--- src/hw/rtl/pts_pkg.sv ---
// ----------------------------------------------------------------------------
// pts_pkg
// Shared types and constants of the priority task scheduler.
// ----------------------------------------------------------------------------
`default_nettype none

package pts_pkg;

  localparam int unsigned MaxTasksDefault = 16;
  localparam int unsigned NumLocksDefault = 8;

  localparam logic [2:0] FuncCreate  = 3'd0;
  localparam logic [2:0] FuncTick    = 3'd1;
  localparam logic [2:0] FuncDelay   = 3'd2;
  localparam logic [2:0] FuncExit    = 3'd3;
  localparam logic [2:0] FuncAcquire = 3'd4;
  localparam logic [2:0] FuncRelease = 3'd5;

  localparam logic [2:0] StatDone     = 3'd0;
  localparam logic [2:0] StatFull     = 3'd1;
  localparam logic [2:0] StatIgnored  = 3'd2;
  localparam logic [2:0] StatBlocked  = 3'd3;
  localparam logic [2:0] StatIdle     = 3'd4;
  localparam logic [2:0] StatFinished = 3'd5;

  localparam logic [1:0] TsReady   = 2'd0;
  localparam logic [1:0] TsRunning = 2'd1;
  localparam logic [1:0] TsBlocked = 2'd2;
  localparam logic [1:0] TsDone    = 2'd3;

  typedef struct packed {
    logic [2:0] status;
    logic [3:0] task_id;
    logic       owner_boosted;
  } pts_result_t;

endpackage

`default_nettype wire

--- src/hw/rtl/pts_core.sv ---
// ----------------------------------------------------------------------------
// pts_core
// Task table and sequencer; one entry is visited per cycle by a shared
// update and compare unit during tick and release sweeps.
// ----------------------------------------------------------------------------
`default_nettype none

module pts_core
  import pts_pkg::*;
#(
  parameter int unsigned MaxTasks = MaxTasksDefault,
  parameter int unsigned NumLocks = NumLocksDefault
) (
  input  wire logic        clk_i,
  input  wire logic        rst_ni,
  input  wire logic        start_i,
  input  wire logic [2:0]  func_i,
  input  wire logic [7:0]  prio_i,
  input  wire logic [15:0] ticks_i,
  input  wire logic [2:0]  lock_i,
  output logic             busy_o,
  output logic             done_o,
  output pts_result_t      res_o
);

  localparam int unsigned TW = (MaxTasks > 1) ? $clog2(MaxTasks) : 1;
  localparam int unsigned CW = $clog2(MaxTasks + 1);
  localparam int unsigned LW = (NumLocks > 1) ? $clog2(NumLocks) : 1;

  localparam logic [2:0] SIdle  = 3'd0;
  localparam logic [2:0] SSleep = 3'd1;
  localparam logic [2:0] SPick  = 3'd2;
  localparam logic [2:0] SWake  = 3'd3;
  localparam logic [2:0] SFin   = 3'd4;

  logic [1:0]  st_q   [MaxTasks];
  logic [7:0]  pr_q   [MaxTasks];
  logic [7:0]  bp_q   [MaxTasks];
  logic [15:0] sl_q   [MaxTasks];
  logic        wl_q   [MaxTasks];
  logic [NumLocks-1:0] held_q;
  logic [TW-1:0] own_q [NumLocks];
  logic [CW-1:0] cnt_q;
  logic          cur_v_q;
  logic [TW-1:0] cur_q;

  logic [2:0]    state_q;
  logic [CW-1:0] idx_q;
  logic          best_v_q, blk_q;
  logic [7:0]    best_p_q;
  logic [TW-1:0] best_q;
  logic          done_q;
  pts_result_t   res_q;

  logic          cur_run;
  logic          lk_ok;
  logic [LW-1:0] lk;
  logic [TW-1:0] ix;
  logic [TW-1:0] own;

  assign ix  = idx_q[TW-1:0];
  assign cur_run = cur_v_q && (st_q[cur_q] == TsRunning);
  assign lk_ok = ({29'd0, lock_i} < 32'(NumLocks));
  assign lk  = LW'(lock_i);
  assign own = own_q[lk];

  assign busy_o = (state_q != SIdle);
  assign done_o = done_q;
  assign res_o  = res_q;

  always_ff @(posedge clk_i or negedge rst_ni) begin
    if (!rst_ni) begin
      state_q  <= SIdle;
      cnt_q    <= '0;
      cur_v_q  <= 1'b0;
      cur_q    <= '0;
      held_q   <= '0;
      for (int k = 0; k < NumLocks; k++) own_q[k] <= '0;
      done_q   <= 1'b0;
      idx_q    <= '0;
      best_v_q <= 1'b0;
      blk_q    <= 1'b0;
    end else begin
      done_q <= 1'b0;
      case (state_q)
        SIdle: begin
          if (start_i) begin
            res_q <= '{status: StatIgnored, task_id: 4'd0, owner_boosted: 1'b0};
            idx_q <= '0;
            best_v_q <= 1'b0;
            blk_q <= 1'b0;
            best_p_q <= '0;
            case (func_i)
              FuncCreate: begin
                done_q <= 1'b1;
                if (cnt_q >= CW'(MaxTasks)) begin
                  res_q.status <= StatFull;
                end else begin
                  pr_q[cnt_q[TW-1:0]] <= prio_i;
                  bp_q[cnt_q[TW-1:0]] <= prio_i;
                  st_q[cnt_q[TW-1:0]] <= TsReady;
                  sl_q[cnt_q[TW-1:0]] <= '0;
                  wl_q[cnt_q[TW-1:0]] <= 1'b0;
                  cnt_q <= cnt_q + 1'b1;
                  res_q.status <= StatDone;
                  res_q.task_id <= 4'(cnt_q);
                end
              end
              FuncTick: begin
                state_q <= (cnt_q == '0) ? SFin : SSleep;
              end
              FuncDelay: begin
                done_q <= 1'b1;
                if (cur_run && ticks_i != '0) begin
                  sl_q[cur_q] <= ticks_i;
                  wl_q[cur_q] <= 1'b0;
                  st_q[cur_q] <= TsBlocked;
                  res_q.status <= StatDone;
                end
              end
              FuncExit: begin
                done_q <= 1'b1;
                if (cur_run) begin
                  st_q[cur_q] <= TsDone;
                  res_q.status <= StatDone;
                end
              end
              FuncAcquire: begin
                done_q <= 1'b1;
                if (lk_ok && cur_run) begin
                  if (!held_q[lk]) begin
                    held_q[lk] <= 1'b1;
                    own_q[lk] <= cur_q;
                    res_q.status <= StatDone;
                  end else begin
                    if (pr_q[cur_q] > pr_q[own]) begin
                      pr_q[own] <= pr_q[cur_q];
                      res_q.owner_boosted <= 1'b1;
                    end
                    st_q[cur_q] <= TsBlocked;
                    wl_q[cur_q] <= 1'b1;
                    sl_q[cur_q] <= '0;
                    res_q.status <= StatBlocked;
                  end
                end
              end
              FuncRelease: begin
                if (lk_ok && cur_run && held_q[lk] && own == cur_q) begin
                  held_q[lk] <= 1'b0;
                  own_q[lk] <= '0;
                  pr_q[cur_q] <= bp_q[cur_q];
                  res_q.status <= StatDone;
                  state_q <= SWake;
                end else begin
                  done_q <= 1'b1;
                end
              end
              default: done_q <= 1'b1;
            endcase
          end
        end
        SSleep: begin
          if (st_q[ix] == TsBlocked && !wl_q[ix] && sl_q[ix] != '0) begin
            sl_q[ix] <= sl_q[ix] - 1'b1;
            if (sl_q[ix] == 16'd1) st_q[ix] <= TsReady;
          end
          if (idx_q == cnt_q - 1'b1) begin
            idx_q <= '0;
            state_q <= SPick;
          end else begin
            idx_q <= idx_q + 1'b1;
          end
        end
        SPick: begin
          if (st_q[ix] == TsReady || st_q[ix] == TsRunning) begin
            if (!best_v_q || pr_q[ix] > best_p_q) begin
              best_v_q <= 1'b1;
              best_p_q <= pr_q[ix];
              best_q <= ix;
            end
          end
          if (st_q[ix] == TsBlocked) blk_q <= 1'b1;
          if (idx_q == cnt_q - 1'b1) state_q <= SFin;
          else idx_q <= idx_q + 1'b1;
        end
        SWake: begin
          if (st_q[ix] == TsBlocked && wl_q[ix]) begin
            st_q[ix] <= TsReady;
            wl_q[ix] <= 1'b0;
          end
          if (idx_q == cnt_q - 1'b1) begin
            state_q <= SIdle;
            done_q <= 1'b1;
          end else begin
            idx_q <= idx_q + 1'b1;
          end
        end
        SFin: begin
          state_q <= SIdle;
          done_q <= 1'b1;
          if (best_v_q) begin
            if (cur_run && cur_q != best_q) st_q[cur_q] <= TsReady;
            st_q[best_q] <= TsRunning;
            cur_q <= best_q;
            cur_v_q <= 1'b1;
            res_q.status <= StatDone;
            res_q.task_id <= 4'(best_q);
          end else begin
            res_q.status <= blk_q ? StatIdle : StatFinished;
          end
        end
        default: state_q <= SIdle;
      endcase
    end
  end

endmodule

`default_nettype wire

--- src/hw/rtl/priority_task_scheduler_top.sv ---
// ----------------------------------------------------------------------------
// priority_task_scheduler_top
// Strict priority task scheduler with priority inheritance on locks.
// ----------------------------------------------------------------------------
// Usage: one event enters on the s_axis channel, one result leaves on the
// m_axis channel. Create, delay, exit and acquire are handled in the idle
// state. A tick with created tasks walks the task table twice, one entry
// a cycle through a shared update/compare unit. A successful release
// walks the table once.
// s_axis_tready is low while an event is in work or its result is
// unaccepted; a stall on m_axis holds the result and blocks the next event.
// Reset empties the task table, frees all locks and clears the current task.
// ----------------------------------------------------------------------------
`default_nettype none

module priority_task_scheduler_top
  import pts_pkg::*;
#(
  parameter int unsigned MaxTasks = MaxTasksDefault,
  parameter int unsigned NumLocks = NumLocksDefault
) (
  input  wire logic        clk_i,
  input  wire logic        rst_ni,
  input  wire logic        s_axis_tvalid,
  output logic             s_axis_tready,
  // func[2:0], new_priority[10:3], delay_ticks[26:11], lock_index[29:27], zero
  input  wire logic [31:0] s_axis_tdata,
  output logic             m_axis_tvalid,
  input  wire logic        m_axis_tready,
  // status[2:0], task_id[6:3], owner_boosted[7]
  output logic [7:0]       m_axis_tdata
);

  logic        busy, done, out_v_q;
  pts_result_t res;
  logic        start;

  assign s_axis_tready = !busy && !out_v_q && !done;
  assign start = s_axis_tvalid && s_axis_tready;

  pts_core #(.MaxTasks(MaxTasks), .NumLocks(NumLocks)) u_core (
    .clk_i   (clk_i),
    .rst_ni  (rst_ni),
    .start_i (start),
    .func_i  (s_axis_tdata[2:0]),
    .prio_i  (s_axis_tdata[10:3]),
    .ticks_i (s_axis_tdata[26:11]),
    .lock_i  (s_axis_tdata[29:27]),
    .busy_o  (busy),
    .done_o  (done),
    .res_o   (res)
  );

  always_ff @(posedge clk_i or negedge rst_ni) begin
    if (!rst_ni) begin
      out_v_q <= 1'b0;
    end else if (done) begin
      out_v_q <= 1'b1;
    end else if (m_axis_tready) begin
      out_v_q <= 1'b0;
    end
  end

  assign m_axis_tvalid = out_v_q;
  assign m_axis_tdata  = {res.owner_boosted, res.task_id, res.status};

  a_no_accept_busy: assert property (@(posedge clk_i) disable iff (!rst_ni)
    busy |-> !s_axis_tready) else $error("event accepted while busy");
  a_done_idle: assert property (@(posedge clk_i) disable iff (!rst_ni)
    done |-> !out_v_q) else $error("result overwritten");
  a_start_done: assert property (@(posedge clk_i) disable iff (!rst_ni)
    start |=> (busy || done)) else $error("event lost");

endmodule

`default_nettype wire
--- config.mk ---
export PLATFORM = sky130hd
export DESIGN_NAME = priority_task_scheduler_top
export DESIGN_NICKNAME = d
export VERILOG_FILES = /design/src/hw/rtl/pts_pkg.sv /design/src/hw/rtl/pts_core.sv /design/src/hw/rtl/priority_task_scheduler_top.sv
export SDC_FILE = /design/constraint.sdc
export NUM_CORES = 1
export LEC_CHECK = 0
export BUFFER_PORTS_ARGS = -buffer_cell sky130_fd_sc_hd__buf_2
export CORE_MARGIN = 5
export CORE_UTILIZATION = 30
export CTS_CLUSTER_DIAMETER = 100
export DETAILED_ROUTE_END_ITERATION = 12
export MAX_ROUTING_LAYER = met4
export PLACE_DENSITY = 0.54
export SYNTH_ARGS = -nofsm -noshare
export SYNTH_HDL_FRONTEND = slang
export SYNTH_SLANG_ARGS = --single-unit
--- constraint.sdc ---
create_clock -name clk_i -period 16 [get_ports clk_i]
set_clock_uncertainty 0.15 [all_clocks]
set_input_delay 0.8 -clock clk_i [delete_from_list [all_inputs] [get_ports clk_i]]
set_output_delay 0.8 -clock clk_i [all_outputs]
set_load 0.02 [all_outputs]
# Word level (Yosys, flattened, before mapping)
# Memories as Yosys holds them, arrays and structs flattened.
# Cells that the tools add are included.
dict set report classes {
  n_addsub 4
  order_cmp 7
  mux 141
  n_reduce_logical 64
  n_eq_ne 30
  n_bitwise 13
}
# operator n
set ops {}
lappend ops {{32-bit 2-to-1 mux} 3}
lappend ops {{1-bit 2-to-1 mux} 74}
lappend ops {{8-bit 2-to-1 mux} 9}
lappend ops {{32-bit case mux with 2 select lines} 1}
lappend ops {{4-bit 2-to-1 mux} 14}
lappend ops {{16-bit 2-to-1 mux} 3}
lappend ops {{32-bit AND} 1}
lappend ops {{32-bit bitwise mux} 1}
lappend ops {{32-bit inverter} 1}
lappend ops {{8-bit case mux with 2 select lines} 2}
lappend ops {{16-bit nonzero test} 2}
lappend ops {{16-bit OR reduction} 2}
lappend ops {{1-bit logical AND} 24}
lappend ops {{3-bit 2-to-1 mux} 8}
lappend ops {{2-bit 2-to-1 mux} 10}
lappend ops {{2-bit by 1-bit inequality test with 1-bit output (second input constant)} 9}
lappend ops {{16-bit by 1-bit == test with 1-bit output (second input constant)} 1}
lappend ops {{8-bit greater-than comparator} 2}
lappend ops {{4-bit AND reduction} 4}
lappend ops {{8-bit OR reduction} 2}
lappend ops {{16-bit by 1-bit subtractor with 16-bit output (second input constant)} 1}
lappend ops {{5-bit 2-to-1 mux} 3}
lappend ops {{3-bit case mux with 5 select lines} 1}
lappend ops {{5-bit case mux with 3 select lines} 1}
lappend ops {{other kinds (46)} 80}
dict set report word_totals {
  wordCells 287
  ff_bits 82
  ram_bits 560
  input_bits 36
  memories 5
  out_inout_bits 10
}
# memory words word_bits read_ports rd_clocked_by_memory_dff write_ports line
set mem_list {}
lappend mem_list {u_core.sl_q 16 16 1 0 1 pts_core.sv:39} ;# logic [15:0] sl_q [MaxTasks];
lappend mem_list {u_core.bp_q 16 8 1 0 1 pts_core.sv:38} ;# logic [7:0] bp_q [MaxTasks];
lappend mem_list {u_core.pr_q 16 8 3 0 1 pts_core.sv:37} ;# logic [7:0] pr_q [MaxTasks];
lappend mem_list {u_core.st_q 16 2 2 0 2 pts_core.sv:36} ;# logic [1:0] st_q [MaxTasks];
lappend mem_list {u_core.wl_q 16 1 1 0 1 pts_core.sv:40} ;# logic wl_q [MaxTasks];

# Longest topological paths before layout
# An unclocked memory read counts as a cell.
dict set report depth {
  ltp_word 17
  ltp_mapped 22
  ltp_nobuf 17
}

# By module
# From an unflattened synthesis, not the netlist that was laid out.
dict set report unflattened {
  hier_cells 1935
  hier_area_um2 30476.7
}
# module area_per_inst_um2 cells_each n_inst seq_area_each_um2
set modules_own_cells {}
lappend modules_own_cells {pts_core 30422.9 1930 1 18622.9}
lappend modules_own_cells {priority_task_scheduler_top 53.8 5 1 25.0}

# Least setup slack after synthesis
# OpenSTA, ideal clock, no wires.
dict set report synth_path {
  kind {input port to flip-flop}
  from {input s_axis_tdata[28]}
  to {memory u_core.pr_q[10][0], enable pin}
  setup_time_ns 0.383
  stages 20
  t_arrival_ns 5.768
  required_time_ns 15.467
  setup_slack_ns 9.698
  path_buffers 5
  cell_sequence {buf_2 buf_2 mux4_2 and3_1 clkbuf_1 clkbuf_1 buf_1 mux2i_1 mux4_2 nand2_1 o21ai_0 ha_1 nand3_1 nor2_1 a32oi_1 nand3_1 nor2_2 mux2_2 mux2_2 nor3_1}
}
dict set report synth_via {
  elab_chain_cells 17
  word_cells_on_any_way 31
  classes_between {order compare: 1; eq/ne: 1; mux: 21; bitwise: 1; reduce/logical: 6; memory: 1}
}
# item line
set synth_rtl {}
lappend synth_rtl {{from (decl)} priority_task_scheduler_top.sv:27} ;# input wire logic [31:0] s_axis_tdata,
lappend synth_rtl {{3-bit inverter with 4-bit output (implied by the code)} pts_core.sv:65} ;# assign own = own_q[lk];
lappend synth_rtl {{4-bit binary-select mux with 3-bit select} pts_core.sv:65}
lappend synth_rtl {{4-bit 2-to-1 mux (implied by the code) (2 in series)} pts_core.sv:65}
lappend synth_rtl {{memory read 16 x 8 bit} n/a}
lappend synth_rtl {{8-bit greater-than comparator} pts_core.sv:136} ;# if (pr_q[cur_q] > pr_q[own]) begin
lappend synth_rtl {{1-bit 2-to-1 mux} pts_core.sv:136}
lappend synth_rtl {{1-bit 2-to-1 mux} pts_core.sv:131} ;# if (!held_q[lk]) begin
lappend synth_rtl {{1-bit 2-to-1 mux (2 in series)} n/a}
lappend synth_rtl {{1-bit 2-to-1 mux} pts_core.sv:87} ;# if (start_i) begin
lappend synth_rtl {{1-bit 2-to-1 mux} pts_core.sv:85} ;# case (state_q)
lappend synth_rtl {{1-bit logical AND (implied by the code)} pts_core.sv:137} ;# pr_q[own] <= pr_q[cur_q];
lappend synth_rtl {{1-bit 2-to-1 mux (implied by the code)} pts_core.sv:137}
lappend synth_rtl {{8-bit OR reduction (no line)} n/a}
lappend synth_rtl {{4-bit 2-to-1 mux (no line) / 1-bit 2-to-1 mux (equally long branches) (2 in series)} n/a}
lappend synth_rtl {{to (decl)} pts_core.sv:37}
# Several ways; a longest one is shown, not always the timed one. The select of a mux whose other input is x is not followed.

# Worst setup path in the final report
dict set report layout_path {
  from {input s_axis_tdata[29]}
  to {memory u_core.pr_q[15][3], enable pin}
}
# The elaborated chain is that of the path after synthesis.

==> impl_results.md <==
* Slew Limit Fails at 0
* Crit. End Element: flip-flop
* First-pass GRT wire length at roughly 130 mm
* Root buffer cell: clkbuf_16
* Fin. Hold Viols at 0
* Top-Level Pins at 46
* Sequential-to-total area share from yosys stat at around three fifths
* Commonest non-fill, non-tap cell in the layout: edfxtp_1
* Register bit total from synthesis at roughly 640
* Core outline area at ~100000 um^2
* Total negative slack at 0 ps
* Slowest stage cell, crit path: nor3_1
* Leakage at roughly 12 nW
* Routing usage on met3 at around 2.0%
* Synth cell types at 90
* Fraction of registers with async set/reset at about a tenth
* Final setup fails at 0
* Vias in the first global route at roughly 19000
* Starting Density at 30.2%
* CTS Sinks at approximately 640
* P per Cell Area at 142 nW/um^2
* Max Buffers Root-to-Sink at 3
* Mapped Cells at 1954
* GRT Overall Usage at between 10% and 20%
* Placed cell area at 32700 um^2
* Grt met1 use at between 20% and 30%
* Final WL at 85.2 mm
* M2 GR Usage at about a quarter
* Global routing's busiest layer: met2
* P&R area growth vs syn at 13.7%
* FILL cells at between 9000 and 10000
* Hold Worst Slack at roughly 300 ps
* Clock slew at the register clock pins of the worst setup and hold paths at 60 ps
* Crit path cell chain: buf_2 > mux2i_1 > mux4_2 > and3_4 > buf_4 > mux2_2 > o211ai_1 > o21ai_0 > o21ai_0 > ha_1 > nand3_1 > nor2_1 > a32oi_1 > nand3_1 > nor2_2 > mux2_2 > mux2i_1 > nor3_1 > buf_4
* Tmin final at between 7000 and 8000 ps
* # resized after CTS at 0
* CTS tree: yes
* Gpl congestion at 0.877
* Largest net degree at the start of global routing at 54
* FP Rows at 117
* Status: finished, final reports clean
* Worst path bufs/invs at 3
* Finished Cell Area at ~35000 um^2
* Delay-heaviest family, CP: simple AND/OR/NAND/NOR gates
* VDD IR-drop max at around 75 uV
* Nets@finish at about 2100
* Via Count at between 15000 and 20000
* Hold Path Class: flip-flop to flip-flop
* H-tree levels at 3
* Critical Path Fanout Max at 48
* Yosys warns at 0
* Ys flop type: edfxtp_1
* Wire per inst at 24.8 um
* Die footprint at around 110000 um^2
* 1st-iter DRT viols at approximately 1600
* RSZ-0062 raised after global routing: no
* Max cap viols at 0
* Die Span X at approximately 330 um
* Final period util at 45.6%
* # DRC at 0
* Buffers added on ports at 43
* Commonest cells after routing, fill and taps aside: edfxtp_1, mux4_2, nand2_1
* CTS Buf Count at 70
* Placed Cells at between 3000 and 4000
* Finished Layout Cells at approximately 3400
* Critical path class: input port to flip-flop
* Worst Path Required at 16160 ps
* Synthesized area at 30700 um^2
* Die Span Y at between 300 and 400 um
* CP Launch Type: input port
* Total congestion overflow at 0
* First-pass DRT Iterations at 5
* EDFF count, synth at approximately 550
* DR vias/cell at roughly 5.4
* FMAX at 137 MHz
* Slowest cell delay on critical path at around 940 ps
* Share of cells above drive strength 1 at 24.6%
* Antenna Nets Post-Route at 0
* Worst-Skew Late Latency at about 620 ps
* Initial antenna violation count at 4
* Crit path DAT at 7450 ps
* Syn avg cell area at ~16 um^2
* Syn Nets at between 2000 and 2500
* Worst-Margin Slew at between 1000 and 1500 ps
* DP HPWL at between 50 and 60 mm
* Relative slew slack at 17.4%
[area by class of cell]
cell class	instances	area, um^2	area share, %
antenna	1	2.50	0.00716
clock buffer	82	1820	5.20
clock inverter	39	445	1.27
inverter	43	161	0.462
multi-input combinational	1143	11400	32.7
sequential	642	18700	53.4
tap	1368	1710	4.90
timing repair buffer	111	731	2.09
[per-layer routing]
layer | wire length, um | up-vias | part of all wire (%)
li1 | - | 8011 | -
met1 | 36300 | 9607 | 43
met2 | 42300 | 621 | 50
met3 | 4400 | 136 | 5.2
met4 | 2250 | 0 | 2.6
met5 | 0 | - | 0
[cells in the mapped netlist, types with 6 or more instances]
master	instances	area (um^2)
edfxtp_1	548	16500
mux4_2	170	3830
nand2_1	123	462
mux2i_1	83	831
nor2_1	76	285
mux2_2	70	788
o21ai_0	68	340
clkbuf_1	63	236
dfrtp_1	62	1550
inv_1	40	150
mux4_1	38	998
a21oi_1	36	180
dfxtp_1	32	641
nor3_1	30	150
and2_1	28	175
nand3_1	27	135
and3_1	26	163
o221ai_1	25	219
buf_1	23	86.3
ha_1	23	288
nand2b_1	23	144
o22ai_1	23	144
a31oi_1	22	138
o211ai_1	22	165
nor2b_1	21	131
buf_2	20	100
xnor2_1	20	175
a22oi_1	17	128
o22a_1	13	114
a21o_1	10	75.1
buf_6	8	90.1
nand3b_1	8	60.1
nor4_1	8	50.1
xor2_1	8	70.1
a22o_1	7	61.3
nor3b_1	7	52.6
o32ai_1	7	61.3
or2_2	7	43.8
or3_1	7	43.8
a211oi_1	6	45.0
buf_4	6	45.0
nand4_1	6	37.5
or4_1	6	45.0
[sequential cells by signal (all words and copies together), names as in the netlist, named ones only]
signal,cells
m_axis_tvalid,1
u_core.best_p_q,8
u_core.best_q,4
u_core.best_v_q,1
u_core.blk_q,1
u_core.bp_q,128
u_core.cnt_q,5
u_core.cur_q,4
u_core.cur_v_q,1
u_core.done_o,1
u_core.idx_q,5
u_core.own_q,32
u_core.pr_q,128
u_core.res_o,8
u_core.sl_q,256
u_core.st_q,32
u_core.state_q,3
u_core.wl_q,16
[through the flow]
step	setup WS [ps]	total power [mW]	util, %
2_1_floorplan	9700	2.99	-
3_3_place_gp	7970	3.38	32.1
3_5_place_dp	8070	3.40	32.1
4_1_cts	8700	5.02	34.3
5_1_grt	8310	5.19	34.4
6_report	8710	4.97	34.4
[cells by family after synthesis]
kind of cell               count (synthesis)  share of synthesized area [%]
DFF                                      642                           60.6
AOI/OAI and AO/OA                        304                           6.84
xor gates and xnor gates                  28                          0.798
and+or+nand+nor                          427                           7.13
buffers and inverters                    169                           2.68
adders and majority gates                 23                          0.936
muxes                                    361                           21.0
[power by group]
part | internal [mW] | switching (mW)
clock network | 0.934 | 0.679
logic | 0.579 | 0.789
registers | 1.87 | 0.121
total | 3.38 | 1.59
[path summary, 6_finish.rpt]
check	endpoint	depth (start not counted)	slack [ps]	from
setup / recovery	u_core.pr_q[15][3]$_DFFE_PP_	19	8710	s_axis_tdata[29]
hold / removal	m_axis_tvalid$_DFFE_PN0P_	1	300	u_core.done_o$_DFF_PN0_
setup reg to reg	u_core.pr_q[15][3]$_DFFE_PP_	18	9100	u_core.own_q[0]$_DFFE_PN0P_
hold reg to reg	m_axis_tvalid$_DFFE_PN0P_	1	300	u_core.done_o$_DFF_PN0_
max in group asynchronous	u_core.cur_q[0]$_DFFE_PN0P_	3	14260	rst_ni
min in group asynchronous	u_core.own_q[30]$_DFFE_PN0P_	2	570	rst_ni
[worst register-to-register path, stage by stage (launching register included)]
cell      delay, ps
dfrtp_1         370
mux2i_1         120
mux4_2          290
and3_4          430
buf_4           740
mux2_2          470
o211ai_1        180
o21ai_0         110
o21ai_0         330
ha_1            310
nand3_1         150
nor2_1           60
a32oi_1         380
nand3_1         250
nor2_2          530
mux2_2          280
mux2i_1         200
nor3_1          940
buf_4           310
[repair_timing]
item,4_1_cts,5_1_grt
setup buffers,0,0
hold buffers,1,0
hold endpoints to repair,2,0
No activity file was read; power rests on OpenSTA's default activity.
